`src/rtl/tas_pkg.sv`:
```
`timescale 1ns / 1ps
`default_nettype none
// ---------------------------------------------------------------------------
// tas_pkg
// Shared types and constants for the two-axis arm sequencer: phase codes,
// command codes, register indexes, speed limits and tolerances in degrees.
// ---------------------------------------------------------------------------
package tas_pkg;

    // Arm phase codes.
    typedef enum logic [2:0] {
        PH_RECOVERING = 3'd0,
        PH_ACCEPTING  = 3'd1,
        PH_READY      = 3'd2,
        PH_SCORING    = 3'd3,
        PH_RELEASING  = 3'd4
    } phase_t;

    // Operator command codes; the unused code acts as no command.
    localparam logic [1:0] CMD_NONE    = 2'd0;
    localparam logic [1:0] CMD_SCORE   = 2'd1;
    localparam logic [1:0] CMD_RECOVER = 2'd2;
    localparam logic [1:0] CMD_UNUSED  = 2'd3;

    // Configuration register indexes.
    localparam logic [2:0] REG_ACCEPT_LIFT   = 3'd0;
    localparam logic [2:0] REG_ACCEPT_WRIST  = 3'd1;
    localparam logic [2:0] REG_READY_WRIST   = 3'd2;
    localparam logic [2:0] REG_SCORE_LIFT    = 3'd3;
    localparam logic [2:0] REG_SCORE_WRIST   = 3'd4;
    localparam logic [2:0] REG_RELEASE_LIFT  = 3'd5;
    localparam logic [2:0] REG_RELEASE_WRIST = 3'd6;
    localparam logic [2:0] REG_DEFAULT_TOL   = 3'd7;

    // Register address width (eight 32-bit registers).
    localparam int ADDR_WIDTH = 5;
    localparam int TOL_WIDTH  = 16;

    // Reset values, 1/16 degree units.
    localparam int RST_ACCEPT_LIFT   = 7360;
    localparam int RST_ACCEPT_WRIST  = -2080;
    localparam int RST_READY_WRIST   = -800;
    localparam int RST_SCORE_LIFT    = 5440;
    localparam int RST_SCORE_WRIST   = 1600;
    localparam int RST_RELEASE_LIFT  = 10400;
    localparam int RST_RELEASE_WRIST = 1920;
    localparam logic [15:0] RST_DEFAULT_TOL = 16'd48;

    // Speed limits in rpm.
    localparam logic [7:0] LIFT_SPEED       = 8'd200;
    localparam logic [7:0] WRIST_SPEED_FAST = 8'd100;
    localparam logic [7:0] WRIST_SPEED_SLOW = 8'd70;

    // Phase tolerances and thresholds in whole degrees.
    localparam int TOL_READY_LIFT_DEG     = 50;
    localparam int TOL_READY_WRIST_DEG    = 30;
    localparam int TOL_SCORE_LIFT_DEG     = 6;
    localparam int TOL_RELEASE_LIFT_DEG   = 8;
    localparam int TOL_RELEASE_WRIST_DEG  = 15;
    localparam int RELEASE_WRIST_HIGH_DEG = 590;

endpackage
`default_nettype wire

```
`src/rtl/two_axis_arm_sequencer.sv`:
```
`timescale 1ns / 1ps
`default_nettype none
// Throughput: one beat per cycle while the result channel is not stalled;
// input register, combinational compare and select logic, and a result
// register that holds a stalled result.
// Reset: phase is recovering, registers take their reset values, and both
// pipeline stages are empty.
// ---------------------------------------------------------------------------
// two_axis_arm_sequencer
// Five-phase arm sequencer for a lift and wrist axis. Each input beat is one
// control tick; each produces one result beat with phase, targets and speeds.
// ---------------------------------------------------------------------------
module two_axis_arm_sequencer #(
    parameter int FRAC_BITS = 4,
    parameter int POS_WIDTH = 18
) (
    input  wire logic                            clk,
    input  wire logic                            rst_n,
    // Configuration port.
    input  wire logic                            psel,
    input  wire logic                            penable,
    input  wire logic                            pwrite,
    input  wire logic [tas_pkg::ADDR_WIDTH-1:0]  paddr,
    input  wire logic [31:0]                     pwdata,
    output logic      [31:0]                     prdata,
    output logic                                 pready,
    // Input channel.
    input  wire logic                            in_valid,
    output logic                                 in_stall,
    input  wire logic signed [POS_WIDTH-1:0]     lift_position,
    input  wire logic signed [POS_WIDTH-1:0]     wrist_position,
    input  wire logic [1:0]                      command,
    // Result channel.
    output logic                                 out_valid,
    input  wire logic                            out_stall,
    output logic [2:0]                           phase,
    output logic signed [POS_WIDTH-1:0]          lift_target,
    output logic [7:0]                           lift_speed,
    output logic signed [POS_WIDTH-1:0]          wrist_target,
    output logic [7:0]                           wrist_speed
);

    logic signed [POS_WIDTH-1:0]   acc_lift;
    logic signed [POS_WIDTH-1:0]   acc_wrist;
    logic signed [POS_WIDTH-1:0]   rdy_wrist;
    logic signed [POS_WIDTH-1:0]   scr_lift;
    logic signed [POS_WIDTH-1:0]   scr_wrist;
    logic signed [POS_WIDTH-1:0]   rel_lift;
    logic signed [POS_WIDTH-1:0]   rel_wrist;
    logic [tas_pkg::TOL_WIDTH-1:0] dflt_tol;

    logic                          in_valid_reg;
    logic signed [POS_WIDTH-1:0]   lift_meas_reg;
    logic signed [POS_WIDTH-1:0]   wrist_meas_reg;
    logic [1:0]                    cmd_reg;
    tas_pkg::phase_t               arm_phase_reg;
    tas_pkg::phase_t               arm_phase_next;

    logic                          out_valid_reg;
    tas_pkg::phase_t               out_phase_reg;
    logic signed [POS_WIDTH-1:0]   lift_tgt_reg;
    logic signed [POS_WIDTH-1:0]   lift_tgt_next;
    logic [7:0]                    lift_spd_reg;
    logic [7:0]                    lift_spd_next;
    logic signed [POS_WIDTH-1:0]   wrist_tgt_reg;
    logic signed [POS_WIDTH-1:0]   wrist_tgt_next;
    logic [7:0]                    wrist_spd_reg;
    logic [7:0]                    wrist_spd_next;

    logic                          out_free;
    logic                          advance;
    logic                          in_take;

    tas_cfg_regs #(
        .POS_WIDTH (POS_WIDTH)
    ) u_cfg (
        .clk       (clk),
        .rst_n     (rst_n),
        .psel      (psel),
        .penable   (penable),
        .pwrite    (pwrite),
        .paddr     (paddr),
        .pwdata    (pwdata),
        .prdata    (prdata),
        .pready    (pready),
        .acc_lift  (acc_lift),
        .acc_wrist (acc_wrist),
        .rdy_wrist (rdy_wrist),
        .scr_lift  (scr_lift),
        .scr_wrist (scr_wrist),
        .rel_lift  (rel_lift),
        .rel_wrist (rel_wrist),
        .dflt_tol  (dflt_tol)
    );

    tas_step #(
        .FRAC_BITS (FRAC_BITS),
        .POS_WIDTH (POS_WIDTH)
    ) u_step (
        .phase_in   (arm_phase_reg),
        .lift_meas  (lift_meas_reg),
        .wrist_meas (wrist_meas_reg),
        .cmd        (cmd_reg),
        .acc_lift   (acc_lift),
        .acc_wrist  (acc_wrist),
        .rdy_wrist  (rdy_wrist),
        .scr_lift   (scr_lift),
        .scr_wrist  (scr_wrist),
        .rel_lift   (rel_lift),
        .rel_wrist  (rel_wrist),
        .dflt_tol   (dflt_tol),
        .phase_out  (arm_phase_next),
        .lift_tgt   (lift_tgt_next),
        .lift_spd   (lift_spd_next),
        .wrist_tgt  (wrist_tgt_next),
        .wrist_spd  (wrist_spd_next)
    );

    // Pipeline flow: the result register frees when empty or when taken.
    assign out_free = !out_valid_reg || !out_stall;
    assign advance  = in_valid_reg && out_free;
    assign in_stall = in_valid_reg && !out_free;
    assign in_take  = in_valid && !in_stall;

    // Input stage control.
    always_ff @(posedge clk or negedge rst_n)
    begin
        if (!rst_n)
        begin
            in_valid_reg <= 1'b0;
        end
        else if (!in_stall)
        begin
            in_valid_reg <= in_valid;
        end
    end

    // Input stage payload.
    always_ff @(posedge clk)
    begin
        if (in_take)
        begin
            lift_meas_reg  <= lift_position;
            wrist_meas_reg <= wrist_position;
            cmd_reg        <= command;
        end
    end

    // Phase state and result valid advance together with each beat.
    always_ff @(posedge clk or negedge rst_n)
    begin
        if (!rst_n)
        begin
            arm_phase_reg <= tas_pkg::PH_RECOVERING;
            out_valid_reg <= 1'b0;
        end
        else
        begin
            if (advance)
            begin
                arm_phase_reg <= arm_phase_next;
            end
            if (out_free)
            begin
                out_valid_reg <= in_valid_reg;
            end
        end
    end

    // Result payload.
    always_ff @(posedge clk)
    begin
        if (advance)
        begin
            out_phase_reg <= arm_phase_next;
            lift_tgt_reg  <= lift_tgt_next;
            lift_spd_reg  <= lift_spd_next;
            wrist_tgt_reg <= wrist_tgt_next;
            wrist_spd_reg <= wrist_spd_next;
        end
    end

    assign out_valid    = out_valid_reg;
    assign phase        = out_phase_reg;
    assign lift_target  = lift_tgt_reg;
    assign lift_speed   = lift_spd_reg;
    assign wrist_target = wrist_tgt_reg;
    assign wrist_speed  = wrist_spd_reg;

    // The held result always carries the current phase state.
    a_result_phase: assert property (@(posedge clk) disable iff (!rst_n)
        out_valid_reg |-> out_phase_reg == arm_phase_reg)
        else $error("result phase differs from phase state");

    // Input stalls only while a beat is waiting in the input register.
    a_stall_full: assert property (@(posedge clk) disable iff (!rst_n)
        in_stall |-> in_valid_reg)
        else $error("input stalled with empty input register");

    // A beat that moves forward lands in the result register.
    a_advance_lands: assert property (@(posedge clk) disable iff (!rst_n)
        advance |=> out_valid_reg)
        else $error("advanced beat lost");

    // A recover command in scoring or releasing always ends in recovering.
    a_recover_cmd: assert property (@(posedge clk) disable iff (!rst_n)
        (advance && cmd_reg == tas_pkg::CMD_RECOVER &&
         (arm_phase_reg == tas_pkg::PH_SCORING ||
          arm_phase_reg == tas_pkg::PH_RELEASING))
        |=> arm_phase_reg == tas_pkg::PH_RECOVERING)
        else $error("recover command ignored");

    // Phase state changes only when a beat moves forward.
    a_phase_hold: assert property (@(posedge clk) disable iff (!rst_n)
        !advance |=> $stable(arm_phase_reg))
        else $error("phase changed without a beat");

endmodule
`default_nettype wire

```
`src/rtl/tas_cfg_regs.sv`:
```
`timescale 1ns / 1ps
`default_nettype none
// ---------------------------------------------------------------------------
// tas_cfg_regs
// Configuration register file behind an APB-style port. Seven signed
// position targets and one unsigned default tolerance.
// ---------------------------------------------------------------------------
module tas_cfg_regs #(
    parameter int POS_WIDTH = 18
) (
    input  wire logic                              clk,
    input  wire logic                              rst_n,
    input  wire logic                              psel,
    input  wire logic                              penable,
    input  wire logic                              pwrite,
    input  wire logic [tas_pkg::ADDR_WIDTH-1:0]    paddr,
    input  wire logic [31:0]                       pwdata,
    output logic      [31:0]                       prdata,
    output logic                                   pready,
    output logic signed [POS_WIDTH-1:0]            acc_lift,
    output logic signed [POS_WIDTH-1:0]            acc_wrist,
    output logic signed [POS_WIDTH-1:0]            rdy_wrist,
    output logic signed [POS_WIDTH-1:0]            scr_lift,
    output logic signed [POS_WIDTH-1:0]            scr_wrist,
    output logic signed [POS_WIDTH-1:0]            rel_lift,
    output logic signed [POS_WIDTH-1:0]            rel_wrist,
    output logic [tas_pkg::TOL_WIDTH-1:0]          dflt_tol
);

    logic signed [POS_WIDTH-1:0]   acc_lift_reg;
    logic signed [POS_WIDTH-1:0]   acc_wrist_reg;
    logic signed [POS_WIDTH-1:0]   rdy_wrist_reg;
    logic signed [POS_WIDTH-1:0]   scr_lift_reg;
    logic signed [POS_WIDTH-1:0]   scr_wrist_reg;
    logic signed [POS_WIDTH-1:0]   rel_lift_reg;
    logic signed [POS_WIDTH-1:0]   rel_wrist_reg;
    logic [tas_pkg::TOL_WIDTH-1:0] dflt_tol_reg;
    logic                          wr_en;
    logic [2:0]                    reg_idx;

    assign pready  = 1'b1;
    assign wr_en   = psel && penable && pwrite;
    assign reg_idx = paddr[4:2];

    // Register writes on the access phase of a write beat.
    always_ff @(posedge clk or negedge rst_n)
    begin
        if (!rst_n)
        begin
            acc_lift_reg  <= POS_WIDTH'(tas_pkg::RST_ACCEPT_LIFT);
            acc_wrist_reg <= POS_WIDTH'(tas_pkg::RST_ACCEPT_WRIST);
            rdy_wrist_reg <= POS_WIDTH'(tas_pkg::RST_READY_WRIST);
            scr_lift_reg  <= POS_WIDTH'(tas_pkg::RST_SCORE_LIFT);
            scr_wrist_reg <= POS_WIDTH'(tas_pkg::RST_SCORE_WRIST);
            rel_lift_reg  <= POS_WIDTH'(tas_pkg::RST_RELEASE_LIFT);
            rel_wrist_reg <= POS_WIDTH'(tas_pkg::RST_RELEASE_WRIST);
            dflt_tol_reg  <= tas_pkg::RST_DEFAULT_TOL;
        end
        else if (wr_en)
        begin
            unique case (reg_idx)
                tas_pkg::REG_ACCEPT_LIFT:   acc_lift_reg  <= pwdata[POS_WIDTH-1:0];
                tas_pkg::REG_ACCEPT_WRIST:  acc_wrist_reg <= pwdata[POS_WIDTH-1:0];
                tas_pkg::REG_READY_WRIST:   rdy_wrist_reg <= pwdata[POS_WIDTH-1:0];
                tas_pkg::REG_SCORE_LIFT:    scr_lift_reg  <= pwdata[POS_WIDTH-1:0];
                tas_pkg::REG_SCORE_WRIST:   scr_wrist_reg <= pwdata[POS_WIDTH-1:0];
                tas_pkg::REG_RELEASE_LIFT:  rel_lift_reg  <= pwdata[POS_WIDTH-1:0];
                tas_pkg::REG_RELEASE_WRIST: rel_wrist_reg <= pwdata[POS_WIDTH-1:0];
                tas_pkg::REG_DEFAULT_TOL:   dflt_tol_reg  <= pwdata[tas_pkg::TOL_WIDTH-1:0];
                default:                    dflt_tol_reg  <= dflt_tol_reg;
            endcase
        end
    end

    // Read mux; position targets read back sign-extended.
    always_comb
    begin
        unique case (reg_idx)
            tas_pkg::REG_ACCEPT_LIFT:   prdata = 32'(acc_lift_reg);
            tas_pkg::REG_ACCEPT_WRIST:  prdata = 32'(acc_wrist_reg);
            tas_pkg::REG_READY_WRIST:   prdata = 32'(rdy_wrist_reg);
            tas_pkg::REG_SCORE_LIFT:    prdata = 32'(scr_lift_reg);
            tas_pkg::REG_SCORE_WRIST:   prdata = 32'(scr_wrist_reg);
            tas_pkg::REG_RELEASE_LIFT:  prdata = 32'(rel_lift_reg);
            tas_pkg::REG_RELEASE_WRIST: prdata = 32'(rel_wrist_reg);
            tas_pkg::REG_DEFAULT_TOL:   prdata = 32'(dflt_tol_reg);
            default:                    prdata = '0;
        endcase
    end

    assign acc_lift  = acc_lift_reg;
    assign acc_wrist = acc_wrist_reg;
    assign rdy_wrist = rdy_wrist_reg;
    assign scr_lift  = scr_lift_reg;
    assign scr_wrist = scr_wrist_reg;
    assign rel_lift  = rel_lift_reg;
    assign rel_wrist = rel_wrist_reg;
    assign dflt_tol  = dflt_tol_reg;

endmodule
`default_nettype wire

```
`src/rtl/tas_step.sv`:
```
`timescale 1ns / 1ps
`default_nettype none
// ---------------------------------------------------------------------------
// tas_step
// One control tick: chains the phase transitions in fixed order and
// selects the targets and speed limits of the resulting phase.
// ---------------------------------------------------------------------------
module tas_step #(
    parameter int FRAC_BITS = 4,
    parameter int POS_WIDTH = 18
) (
    input  wire tas_pkg::phase_t                phase_in,
    input  wire logic signed [POS_WIDTH-1:0]    lift_meas,
    input  wire logic signed [POS_WIDTH-1:0]    wrist_meas,
    input  wire logic [1:0]                     cmd,
    input  wire logic signed [POS_WIDTH-1:0]    acc_lift,
    input  wire logic signed [POS_WIDTH-1:0]    acc_wrist,
    input  wire logic signed [POS_WIDTH-1:0]    rdy_wrist,
    input  wire logic signed [POS_WIDTH-1:0]    scr_lift,
    input  wire logic signed [POS_WIDTH-1:0]    scr_wrist,
    input  wire logic signed [POS_WIDTH-1:0]    rel_lift,
    input  wire logic signed [POS_WIDTH-1:0]    rel_wrist,
    input  wire logic [tas_pkg::TOL_WIDTH-1:0]  dflt_tol,
    output tas_pkg::phase_t                     phase_out,
    output logic signed [POS_WIDTH-1:0]         lift_tgt,
    output logic [7:0]                          lift_spd,
    output logic signed [POS_WIDTH-1:0]         wrist_tgt,
    output logic [7:0]                          wrist_spd
);

    // Compare width: holds a position difference, the tolerance and the
    // scaled release threshold with a sign bit to spare.
    localparam int BASE_W = (POS_WIDTH + 1 > 10 + FRAC_BITS) ? POS_WIDTH + 1 : 10 + FRAC_BITS;
    localparam int CW     = (BASE_W > tas_pkg::TOL_WIDTH ? BASE_W : tas_pkg::TOL_WIDTH) + 2;
    localparam int SCALE  = 2 ** FRAC_BITS;

    localparam logic signed [CW-1:0] TOL_RDY_L  = CW'(tas_pkg::TOL_READY_LIFT_DEG * SCALE);
    localparam logic signed [CW-1:0] TOL_RDY_W  = CW'(tas_pkg::TOL_READY_WRIST_DEG * SCALE);
    localparam logic signed [CW-1:0] TOL_SCR_L  = CW'(tas_pkg::TOL_SCORE_LIFT_DEG * SCALE);
    localparam logic signed [CW-1:0] TOL_REL_L  = CW'(tas_pkg::TOL_RELEASE_LIFT_DEG * SCALE);
    localparam logic signed [CW-1:0] TOL_REL_W  = CW'(tas_pkg::TOL_RELEASE_WRIST_DEG * SCALE);
    localparam logic signed [CW-1:0] WRIST_HIGH = CW'(tas_pkg::RELEASE_WRIST_HIGH_DEG * SCALE);

    // True when |pos - tgt| is strictly below the tolerance.
    function automatic logic near(input logic signed [CW-1:0] pos,
                                  input logic signed [CW-1:0] tgt,
                                  input logic signed [CW-1:0] tol);
        logic signed [CW-1:0] d;
        d = pos - tgt;
        if (d < 0)
        begin
            d = -d;
        end
        return d < tol;
    endfunction

    logic signed [CW-1:0] lp;
    logic signed [CW-1:0] wp;
    logic signed [CW-1:0] acc_l;
    logic signed [CW-1:0] acc_w;
    logic signed [CW-1:0] rdy_w;
    logic signed [CW-1:0] scr_l;
    logic signed [CW-1:0] scr_w;
    logic signed [CW-1:0] rel_l;
    logic signed [CW-1:0] dtol;
    logic                 near_rec;
    logic                 near_rdy;
    logic                 near_scr;
    logic                 near_rel;
    tas_pkg::phase_t      ph_a;
    tas_pkg::phase_t      ph_b;
    tas_pkg::phase_t      ph_c;
    tas_pkg::phase_t      ph_d;

    // Widen everything to the compare width.
    assign lp    = CW'(lift_meas);
    assign wp    = CW'(wrist_meas);
    assign acc_l = CW'(acc_lift);
    assign acc_w = CW'(acc_wrist);
    assign rdy_w = CW'(rdy_wrist);
    assign scr_l = CW'(scr_lift);
    assign scr_w = CW'(scr_wrist);
    assign rel_l = CW'(rel_lift);
    assign dtol  = CW'(dflt_tol);

    // Per-phase arrival checks, all in parallel.
    assign near_rec = near(lp, acc_l, dtol) && near(wp, acc_w, dtol);
    assign near_rdy = near(lp, acc_l, TOL_RDY_L) && near(wp, rdy_w, TOL_RDY_W);
    assign near_scr = near(lp, scr_l, TOL_SCR_L) && near(wp, scr_w, dtol);
    assign near_rel = near(lp, rel_l, TOL_REL_L) && near(wp, scr_w, TOL_REL_W);

    // Transition chain in fixed order; each check sees the previous result.
    always_comb
    begin
        ph_a = phase_in;
        if (phase_in == tas_pkg::PH_RECOVERING && near_rec)
        begin
            ph_a = tas_pkg::PH_ACCEPTING;
        end
        ph_b = ph_a;
        if (ph_a == tas_pkg::PH_ACCEPTING && cmd == tas_pkg::CMD_SCORE)
        begin
            ph_b = tas_pkg::PH_READY;
        end
        ph_c = ph_b;
        if (ph_b == tas_pkg::PH_READY && near_rdy)
        begin
            ph_c = tas_pkg::PH_SCORING;
        end
        ph_d = ph_c;
        if (ph_c == tas_pkg::PH_SCORING)
        begin
            if (cmd == tas_pkg::CMD_RECOVER)
            begin
                ph_d = tas_pkg::PH_RECOVERING;
            end
            else if (near_scr)
            begin
                ph_d = tas_pkg::PH_RELEASING;
            end
        end
        phase_out = ph_d;
        if (ph_d == tas_pkg::PH_RELEASING && (near_rel || cmd == tas_pkg::CMD_RECOVER))
        begin
            phase_out = tas_pkg::PH_RECOVERING;
        end
    end

    // Targets and speed limits of the final phase.
    always_comb
    begin
        lift_tgt  = '0;
        wrist_tgt = '0;
        lift_spd  = '0;
        wrist_spd = '0;
        unique case (phase_out)
            tas_pkg::PH_RECOVERING:
            begin
                lift_tgt  = (wp <= 0) ? acc_lift : rel_lift;
                wrist_tgt = acc_wrist;
                lift_spd  = tas_pkg::LIFT_SPEED;
                wrist_spd = tas_pkg::WRIST_SPEED_FAST;
            end
            tas_pkg::PH_ACCEPTING:
            begin
                lift_tgt  = acc_lift;
                wrist_tgt = acc_wrist;
                lift_spd  = tas_pkg::LIFT_SPEED;
                wrist_spd = tas_pkg::WRIST_SPEED_SLOW;
            end
            tas_pkg::PH_READY:
            begin
                lift_tgt  = acc_lift;
                wrist_tgt = rdy_wrist;
                lift_spd  = tas_pkg::LIFT_SPEED;
                wrist_spd = tas_pkg::WRIST_SPEED_SLOW;
            end
            tas_pkg::PH_SCORING:
            begin
                lift_tgt  = scr_lift;
                wrist_tgt = scr_wrist;
                lift_spd  = tas_pkg::LIFT_SPEED;
                wrist_spd = tas_pkg::WRIST_SPEED_SLOW;
            end
            tas_pkg::PH_RELEASING:
            begin
                lift_tgt  = rel_lift;
                wrist_tgt = (wp <= WRIST_HIGH) ? scr_wrist : rel_wrist;
                lift_spd  = tas_pkg::LIFT_SPEED;
                wrist_spd = tas_pkg::WRIST_SPEED_FAST;
            end
            default:
            begin
                lift_tgt  = '0;
                wrist_tgt = '0;
            end
        endcase
    end

endmodule
`default_nettype wire
```
`config.mk`:
```
export PLATFORM = sky130hd
export DESIGN_NAME = two_axis_arm_sequencer
export DESIGN_NICKNAME = d
export VERILOG_FILES = /design/src/rtl/tas_pkg.sv /design/src/rtl/two_axis_arm_sequencer.sv /design/src/rtl/tas_cfg_regs.sv /design/src/rtl/tas_step.sv
export SDC_FILE = /design/constraint.sdc
export NUM_CORES = 1
export LEC_CHECK = 0
export ABC_AREA = 1
export BUFFER_PORTS_ARGS = -buffer_cell sky130_fd_sc_hd__buf_2
export CORE_MARGIN = 3
export CORE_UTILIZATION = 40
export DETAILED_ROUTE_END_ITERATION = 10
export HOLD_SLACK_MARGIN = 0.08
export SLEW_MARGIN = 10
export SYNTH_ARGS = -nofsm -noshare
export SYNTH_HDL_FRONTEND = slang
export SYNTH_SLANG_ARGS = --single-unit
```
`constraint.sdc`:
```
create_clock -name clk -period 14.1 [get_ports clk]
set_clock_uncertainty 0.2 [all_clocks]
set_input_delay 0.705 -clock clk [delete_from_list [all_inputs] [get_ports clk]]
set_output_delay 0.705 -clock clk [all_outputs]
set_load 0.005 [all_outputs]
```
* After elaboration in Yosys (flattened, before gate mapping)
Cells that the tools add are included.
** Cells by class
- $add $sub $neg :: 12
- Magnitude comparators :: 16
- Equality and inequality tests :: 17
- Muxes and demuxes :: 20
- Reduce and logical (&&, ||, !) cells :: 35
** Operators by type and width (number)
- $pmux 32 s8 :: 1
- $pmux 18 s4 :: 2
- $mux 21 :: 6
- $neg 19->21 :: 6
- $lt 19x1->1 const B :: 6
- $sub 18x18->19 :: 6
- $lt 21x17->1 :: 3
- $lt 21x9->1 const B :: 2
- $mux 18 :: 2
- $lt 21x10->1 const B :: 1
- $lt 21x11->1 const B :: 1
- $lt 21x8->1 const B :: 1
- $mux 3 :: 7
- $eq 3x2->1 const B :: 6
- $eq 3x3->1 const B :: 6
- $le 18x1->1 const B :: 1
- $le 18x15->1 const B :: 1
- $reduce_and 2->1 :: 8
- $pmux 7 s2 :: 1
- $logic_and 1x1->1 :: 13
- $eq 3x1->1 const B :: 3
- $logic_not 3->1 :: 3
- $mux 8 :: 1
- $reduce_or 2->1 :: 3
- other kinds (6) :: 10
** Storage, ports and cells
- Register bits after elaboration :: 240
- Input port bits :: 82
- Output and inout port bits :: 90
- Logic and storage cells :: 119

* Logic depth before layout (Yosys ltp)
Gate-level depths: netlist of the first run.
- Depth in word-level cells :: 22
- Mapped depth :: 44
- Mapped depth without buffers :: 42

* Modules after synthesis
A second synthesis of the first run with hierarchy kept.
** Second synthesis, totals
- Cell total of the unflattened synthesis :: 3430
- Area, all modules :: 23079.6 um^2
** By module, submodules not included
- tas_step :: instances 1, cells an instance 2504, area an instance 13106.3 um^2, seq. area each 0.0 um^2
- tas_cfg_regs :: instances 1, cells an instance 810, area an instance 6972.9 um^2, seq. area each 3609.7 um^2
- two_axis_arm_sequencer :: instances 1, cells an instance 116, area an instance 3000.4 um^2, seq. area each 2917.8 um^2

* Worst setup path after synthesis of the first run
OpenSTA, ideal clock, no wires.
- Path kind :: reg-to-reg
- Start point :: reg u_cfg.scr_wrist_reg[9], in the netlist u_cfg.scr_wrist[9]
- End point :: reg wrist_spd_reg[1], in the netlist wrist_speed[1] (data pin)
- Setup time :: 264 ps
- Arrival time :: 4522 ps
- Data required time :: 13636 ps
- Slack :: 9113 ps
- Cell stages (with the launch flop) :: 39
- Period minus slack after synthesis :: 4987 ps
- Cells stage by stage :: dfstp_2 -> inv_1 -> ha_1 -> a21oi_2 -> a21oi_1 -> nor2_1 -> nand2_1 -> nand2_1 -> inv_1 -> or2_1 -> or2_1 -> nand2_1 -> buf_4 -> buf_4 -> nand2_1 -> o21ai_1 -> inv_1 -> ha_1 -> (+3 left out) -> nand2_1 -> nand3_1 -> a21boi_0 -> nor2_1 -> nand2_1 -> nor2_1 -> nand2_1 -> nor2_1 -> nand2_1 -> nor2_1 -> nand2_1 -> nand2_4 -> nand3_4 -> nand2_4 -> inv_2 -> buf_6 -> nand2_1 -> nand2_1
** Between the ends
- Word-level cells in the longest chain between the ends :: 14
- Elaborated cells between the ends (all ways) :: 23
** RTL lines
- start, declared :: RTL line tas_cfg_regs.sv:34 : logic signed [POS_WIDTH-1:0] scr_wrist_reg;
- start signal, assigned :: RTL line tas_cfg_regs.sv:54 : scr_wrist_reg <= POS_WIDTH'(tas_pkg::RST_SCORE_WRIST);
- start signal, assigned :: RTL line tas_cfg_regs.sv:66 : tas_pkg::REG_SCORE_WRIST: scr_wrist_reg <= pwdata[POS_WIDTH-1:0];
- $sub 18x18->19 (*) :: RTL line tas_step.sv:49 : d = pos - tgt;
- $neg 19->21 / $lt 19x1->1 (equally long branches) :: RTL line tas_step.sv:52, tas_step.sv:50
- $mux 21 (*) :: RTL line tas_step.sv:50 : if (d < 0)
- $lt 21x17->1 :: RTL line tas_step.sv:54 : return d < tol;
- $logic_and 1x1->1 :: RTL line tas_step.sv:89 : assign near_scr = near(lp, scr_l, TOL_SCR_L) && near(wp, scr_w, dtol);
- $mux 3 :: RTL line tas_step.sv:117 : else if (near_scr)
- $mux 3 :: RTL line tas_step.sv:113 : if (cmd == tas_pkg::CMD_RECOVER)
- $mux 3 :: RTL line tas_step.sv:111 : if (ph_c == tas_pkg::PH_SCORING)
- $eq 3x3->1 :: RTL line tas_step.sv:123 : if (ph_d == tas_pkg::PH_RELEASING && (near_rel || cmd == tas_pkg::CMD_RECOVER))
- $logic_and 1x1->1 :: RTL line tas_step.sv:123
- $mux 3 (*) :: RTL line tas_step.sv:123
- named net arm_phase_next[2] :: RTL line two_axis_arm_sequencer.sv:57 : tas_pkg::phase_t arm_phase_next;
- $eq 3x1->1, or another cell as far along :: RTL line tas_step.sv:136 : unique case (phase_out)
- $reduce_or 3->1 (no source line) / $reduce_or 2->1 (equally long branches)
- $pmux 7 s2 (*) :: RTL line tas_step.sv:136
- named net u_step.wrist_spd[1] :: RTL line tas_step.sv:28 : output logic [7:0] wrist_spd
- end signal, assigned :: RTL line two_axis_arm_sequencer.sv:179 : wrist_spd_reg <= wrist_spd_next;
- end, declared :: RTL line two_axis_arm_sequencer.sv:67 : logic [7:0] wrist_spd_reg;
The timed path passes the listed nets; every way through them passes the cells marked *.
A chain may end at the register's enable or synchronous reset.

* Worst setup path after layout of the first run
- Start point :: reg wrist_meas_reg[0]
- End point :: reg lift_tgt_reg[4], in the netlist lift_target[4] (data pin)
** Between the ends
- Word-level cells in the longest chain between the ends :: 22
- Elaborated cells between the ends (all ways) :: 45
** RTL lines
- start, declared :: RTL line two_axis_arm_sequencer.sv:54 : logic signed [POS_WIDTH-1:0] wrist_meas_reg;
- start signal, assigned :: RTL line two_axis_arm_sequencer.sv:144 : wrist_meas_reg <= wrist_position;
- $sub 18x18->19 :: RTL line tas_step.sv:49
- $neg 19->21 / $lt 19x1->1 (equally long branches) :: RTL line tas_step.sv:52, tas_step.sv:50
- $mux 21 :: RTL line tas_step.sv:50
- $lt 21x17->1 :: RTL line tas_step.sv:54
- $logic_and 1x1->1 :: RTL line tas_step.sv:87 : assign near_rec = near(lp, acc_l, dtol) && near(wp, acc_w, dtol);
- $logic_and 1x1->1 :: RTL line tas_step.sv:96 : if (phase_in == tas_pkg::PH_RECOVERING && near_rec)
- $mux 3 :: RTL line tas_step.sv:96
- $eq 3x1->1 :: RTL line tas_step.sv:101 : if (ph_a == tas_pkg::PH_ACCEPTING && cmd == tas_pkg::CMD_SCORE)
- (+7 left out)
- $mux 3 :: RTL line tas_step.sv:111
- $eq 3x3->1 :: RTL line tas_step.sv:123
- $logic_and 1x1->1 :: RTL line tas_step.sv:123
- $mux 3 :: RTL line tas_step.sv:123
- $eq 3x1->1 / $eq 3x2->1 (equally long branches) :: RTL line tas_step.sv:136
- $reduce_or 2->1 (no source line)
- $pmux 18 s4 (*) :: RTL line tas_step.sv:136
- named net lift_tgt_next[4] :: RTL line two_axis_arm_sequencer.sv:62 : logic signed [POS_WIDTH-1:0] lift_tgt_next;
- end signal, assigned :: RTL line two_axis_arm_sequencer.sv:176 : lift_tgt_reg <= lift_tgt_next;
- end, declared :: RTL line two_axis_arm_sequencer.sv:61 : logic signed [POS_WIDTH-1:0] lift_tgt_reg;
Marks and branches as above.

==> impl_metrics.json, run 1 <==
{
  "status": "completed",
  "timing.fmax_mhz": 123,
  "synth_area_per_cell_um2": 6.58,
  "fin_crit_sh": 0.579,
  "min_path_cells": 1,
  "holdPathEnd": "wrist_meas_reg[3]",
  "dpl_cell_area_um2": 23100,
  "viasPerCell": 5.42,
  "cp.arrival_ns": 8.42,
  "initial_core_util": 0.405,
  "hold_start": "wrist_position[3]",
  "cts_buffers": 28,
  "layout_min_cycle_time_ns": 8.16,
  "finalMaxSlewViolations": 0,
  "grt_pass1_wl_um": 126000,
  "ios": 172,
  "place.gp.congestion": 0.968,
  "worstPathRequired_ns": 14.36,
  "syn_inst": 3329,
  "synthTopCellsByCount": "nand2_1, inv_1, o21ai_0, nand3_1, nor2_1",
  "grt_overflow": 0,
  "antenna_found_initial": 1,
  "final_core_util": 0.449,
  "stdcell_area_um2": 24300,
  "port_buffers": 145,
  "cts_tree": "built",
  "crit_path_end_kind": "register",
  "clk_latency_ns": 0.60,
  "slew_headroom": 0.171,
  "drc": 0,
  "p_per_area_nw_per_um2": 164,
  "worst_slew_pin_slew_ns": 1.24,
  "grt_max_degree": 78,
  "final_hold_viol_count": 0,
  "synth_ff_type": "dfrtp_1",
  "r2r-end": "lift_target[4]",
  "worstHoldPathType": "in2reg",
  "dieArea_um2": 57600,
  "synth_edf_count": 81,
  "ant_nets": 0,
  "wl_per_cell_um": 20.3,
  "ys_async_sr_fraction": 0.645,
  "final_nets": 3690,
  "finalSetupTns_ns": 0,
  "fp-row-count": 85,
  "max_cap_violations": 0,
  "cts_max_level": 1,
  "hpwl_um": 66500,
  "pre_cts_ws_ns": 6.14,
  "clk_pin_slew_ns": 0.07,
  "rsz0062_at_grt": "no",
  "ir_drop_mv": 0.115,
  "n_antenna_cell": 0,
  "crit_path_frequent_cell": "nand2_1",
  "worst-setup-path-type": "reg2reg",
  "die_h_um": 240,
  "area_delta_synth_final_pct": 10.8,
  "worstRegToRegCells": 37,
  "cts_resized": 0,
  "ys_seq_elements": 228,
  "cts-root-buf": "clkbuf_16",
  "yosysSeqAreaShare": 0.282,
  "clkSinkCount": 228,
  "synth_area_um2": 21900,
  "power.leakage_uw": 0.0122,
  "drive_above_1_share": 0.0992,
  "r2r-start": "wrist_meas_reg[0]",
  "yosys_warnings": 0,
  "first_iter_violations": 2565,
  "finalWorstSetupSlack_ns": 5.94,
  "setup_viol_count_final": 0,
  "routed_wirelength_um": 84400,
  "max_stage_delay_ns": 0.91,
  "synth_most_common_cell": "nand2_1",
  "core_um2": 54000,
  "first_pass_iters": 6,
  "cts_max_path_buffers": 3,
  "crit_slowest_cell": "nand2_1",
  "die_w_um": 240,
  "synth.distinct_cells": 57,
  "synth_largest_area_cell": "nand2_1",
  "ys_top_cells_by_area": "nand2_1, dfrtp_1, edfxtp_1",
  "regToRegSetupSlack_ns": 5.94,
  "grtUsageTotal": 0.288,
  "vias": 22600,
  "grt_pass1_vias": 20600,
  "synth_top_cell_area_share": 0.176,
  "path_max_fanout": 20,
  "crit_path_start_kind": "register"
}
layout make-up:
cell class / count / area, um2
clock buffers: 38 / 758
clock inverters: 14 / 188
fillers: 5740 / 29800
inverters: 523 / 1970
multi-input cells: 2485 / 13300
flip-flops and latches: 228 / 6170
well taps: 696 / 871
repair buffers: 180 / 1040
critical path, delay by kind of cell (launching register included):
kind                       cells  cell delay [ns]
DFF                            1             0.38
and+or+nand+nor               24             4.47
buffers and inverters          4             0.67
AOI/OAI and AO/OA              5             1.11
adders and majority gates      3             0.93
xor gates and xnor gates       1             0.23
worst max-delay path by stage:
stage / start / endpoint / cells after the start
floorplan: u_cfg.scr_wrist[9] / wrist_speed[1] / 38
global placement: wrist_meas_reg[0] / lift_target[15] / 37
detailed placement: wrist_meas_reg[0] / lift_target[16] / 37
CTS: wrist_meas_reg[0] / lift_target[4] / 37
global route: wrist_meas_reg[0] / lift_target[15] / 37
finish: wrist_meas_reg[0] / lift_target[4] / 37
placed cells by master (no fill, tap or decap), types with 10 or more instances in the layout:
| cell | n |
|---|---|
| nand2_1 | 1027 |
| inv_1 | 505 |
| o21ai_0 | 234 |
| nand3_1 | 233 |
| nor2_1 | 216 |
| ha_1 | 156 |
| buf_2 | 144 |
| nand4_1 | 140 |
| a21oi_1 | 132 |
| dfrtp_1 | 102 |
| edfxtp_1 | 81 |
| xor2_1 | 56 |
| dfstp_2 | 45 |
| o22ai_1 | 35 |
| nor3_1 | 33 |
| nand3b_1 | 31 |
| clkbuf_16 | 28 |
| nand2_2 | 20 |
| o211ai_1 | 20 |
| dlygate4sd3_1 | 19 |
| nand3_2 | 18 |
| a221oi_1 | 17 |
| buf_4 | 16 |
| xnor2_1 | 14 |
| inv_2 | 13 |
| conb_1 | 10 |
report_power, final:
| group | leakage, uW | internal [uW] | switching [uW] | total [uW] |
|---|---|---|---|---|
| logic | 0.00928 | 715 | 1540 | 2260 |
| clock network | 0.000455 | 436 | 321 | 757 |
| registers | 0.00250 | 857 | 115 | 972 |
per-layer routing:
metal | vias to the layer above | wire, um | global-route usage | part of all wire
met4 | 2 | 4120 | 0.116 | 0.049
met5 | - | 11 | 0 | 0.00013
li1 | 11100 | - | - | -
met2 | 1007 | 35500 | 0.442 | 0.42
met3 | 149 | 7420 | 0.0406 | 0.088
met1 | 10300 | 37400 | 0.409 | 0.44
per-stage QoR:
step	total power (uW)	std cells	hold slack, ns
floorplan	2540	3337	0.209
global placement	3180	4093	0.277
detailed placement	3190	4093	0.287
CTS	3960	4164	0.0870
global route	4320	4164	0.0914
finish	3990	4164	0.0979
cell families (layout without fill, tap and decap cells):
logic type,Yosys count,count (layout),share of synthesized area
flops,228,228,0.282
xor+xnor,77,77,0.0337
compound gates,482,482,0.124
other cells,2,10,0.000343
simple gates,1754,1754,0.351
buf+inv,624,755,0.115
fa+ha+maj,162,162,0.0946
what timing repair did:
item,4_1_cts,5_1_grt
hold buffers,19,0
setup buffers,0,0
hold endpoints to repair,71,0
setup endpoints to repair,0,0
Power figures use the tool's default switching activity.
==> run 2, diff against run 1 <==
==> constraint.sdc (replaced) <==
create_clock -name clk -period 6.7 [get_ports clk]
set_clock_uncertainty 0.2 [all_clocks]
set_input_delay 0.335 -clock clk [delete_from_list [all_inputs] [get_ports clk]]
set_output_delay 0.335 -clock clk [all_outputs]
set_load 0.005 [all_outputs]
==> impl_metrics.json, run 2 (synthesized netlist as in run 1, its figures left out) <==
{
  "pre_cts_ws_ns": 0.438,
  "dr.max_layer_used": "met4",
  "core_um2": 54000,
  "p_seq_frac": 0.240,
  "routed_wirelength_um": 83900,
  "ios": 172,
  "dpl_cell_area_um2": 23300,
  "first_pass_iters": 6,
  "setup_viol_count_final": 0,
  "place.gp.congestion": 0.985,
  "cts_max_level": 1,
  "grt_pass1_vias": 21100,
  "first_iter_violations": 2286,
  "die_w_um": 240,
  "slew_headroom": 0.173,
  "n_antenna_cell": 0,
  "final_cell_mix": "nand2_1, inv_1, o21ai_0",
  "worst-setup-path-type": "reg2reg",
  "final_nets": 3759,
  "crit_path_start_kind": "register",
  "grt_overflow": 0,
  "cp.arrival_ns": 6.22,
  "finalMaxSlewViolations": 0,
  "finalWorstSetupSlack_ns": 0.550,
  "path_max_fanout": 15,
  "finalSetupTns_ns": 0,
  "layout_min_cycle_time_ns": 6.15,
  "final_hold_viol_count": 0,
  "max_stage_delay_ns": 0.49,
  "p_comb_frac": 0.572,
  "power.leakage_uw": 0.0126,
  "mostFrequentLayoutCell": "nand2_1",
  "fin_crit_sh": 0.918,
  "p_clk_frac": 0.189,
  "stdcell_area_um2": 25000,
  "regToRegSetupSlack_ns": 0.55,
  "dr_wl_met3_um": 7810,
  "p_per_area_nw_per_um2": 342,
  "cts_tree": "built",
  "drc": 0,
  "rsz0062_at_grt": "no",
  "dieArea_um2": 57600,
  "clkSinkCount": 228,
  "p_sw_uw": 4190,
  "p_sw_frac": 0.491,
  "crit_path_end_kind": "register",
  "grt_max_degree": 85,
  "ir_drop_mv": 0.231,
  "area_delta_synth_final_pct": 13.9,
  "viasPerCell": 5.44,
  "grtUsageTotal": 0.288,
  "initial_core_util": 0.405,
  "die_h_um": 240,
  "grt_pass1_wl_um": 126000,
  "clk_pin_slew_ns": 0.07,
  "crit_path_frequent_cell": "nand2_1",
  "timing.fmax_mhz": 163,
  "max_cap_violations": 0,
  "cts_buffers": 28,
  "clk_latency_ns": 0.62,
  "port_buffers": 145,
  "worstHoldPathType": "in2async",
  "cts_max_path_buffers": 3,
  "met1_length_um": 36700,
  "cts-root-buf": "clkbuf_16",
  "fp-row-count": 85,
  "worst_slew_pin_slew_ns": 1.24,
  "antenna_found_initial": 1,
  "p_int_uw": 4340,
  "crit_slowest_cell": "dfrtp_1",
  "vias": 23000,
  "worstPathRequired_ns": 6.77,
  "wl_per_cell_um": 19.8,
  "route.met2.wl_um": 35200,
  "ant_nets": 0,
  "drive_above_1_share": 0.107,
  "status": "completed",
  "hpwl_um": 66300
}
[run 2: what timing repair did]
item                       4_1_cts  5_1_grt
hold endpoints to repair       250        0
setup buffers                    0        1
hold buffers                    61        0
setup endpoints to repair        0       16
resized for setup                0        3
[run 2: metrics by stage]
step	cells	total power, uW	utilization	hold slack (ns)
6_report	4233	8530	0.462	0.161
5_1_grt	4233	9240	0.462	0.224
2_1_floorplan	3337	5340	-	-0.161
3_5_place_dp	4119	6810	0.432	0.270
3_3_place_gp	4119	6790	0.432	0.269
4_1_cts	4232	8460	0.462	0.164
[run 2: routing by layer]
metal,vias up,GRT usage
li1,11300,-
met1,10500,0.398
met2,1050,0.439
met3,153,0.0551
met4,0,0.121
met5,-,0
[run 2: critical path, delay by kind of cell (launching register included)]
kind / cells / cell delay, ns
flops: 1 / 0.49
compound gates: 3 / 0.27
simple gates: 26 / 3.23
buf+inv: 4 / 0.47
fa+ha+maj: 3 / 0.91
xor+xnor: 1 / 0.22
[run 2: cell type report]
class | count | area [um2]
Clock buffer | 34 | 764
Clock inverter | 18 | 220
Fill cell | 5675 | 29100
Inverter | 523 | 1970
Multi-Input combinational cell | 2485 | 13300
Sequential cell | 228 | 6170
Tap cell | 696 | 871
Timing Repair Buffer | 249 | 1680
[run 2: power by group through the flow]
stage,sequential (uW),clock [uW],combinational [uW]
global route,2070,1670,5500
CTS,2030,1620,4810
finish,2040,1610,4880
floorplan,1970,0,3370
detailed placement,2050,0,4750
global placement,2050,0,4740
[run 2: final timing paths]
path / start / end / cells past startpoint
max in group asynchronous: rst_n / u_cfg.dflt_tol[9] / 3
hold / removal: rst_n / u_cfg.rel_lift[0] / 2
setup / recovery: u_cfg.scr_wrist[0] / wrist_target[5] / 37
setup reg to reg: u_cfg.scr_wrist[0] / wrist_target[5] / 37
min in group clk: penable / u_cfg.scr_wrist[1] / 5
hold reg to reg: arm_phase_reg[0] / arm_phase_reg[0] / 2
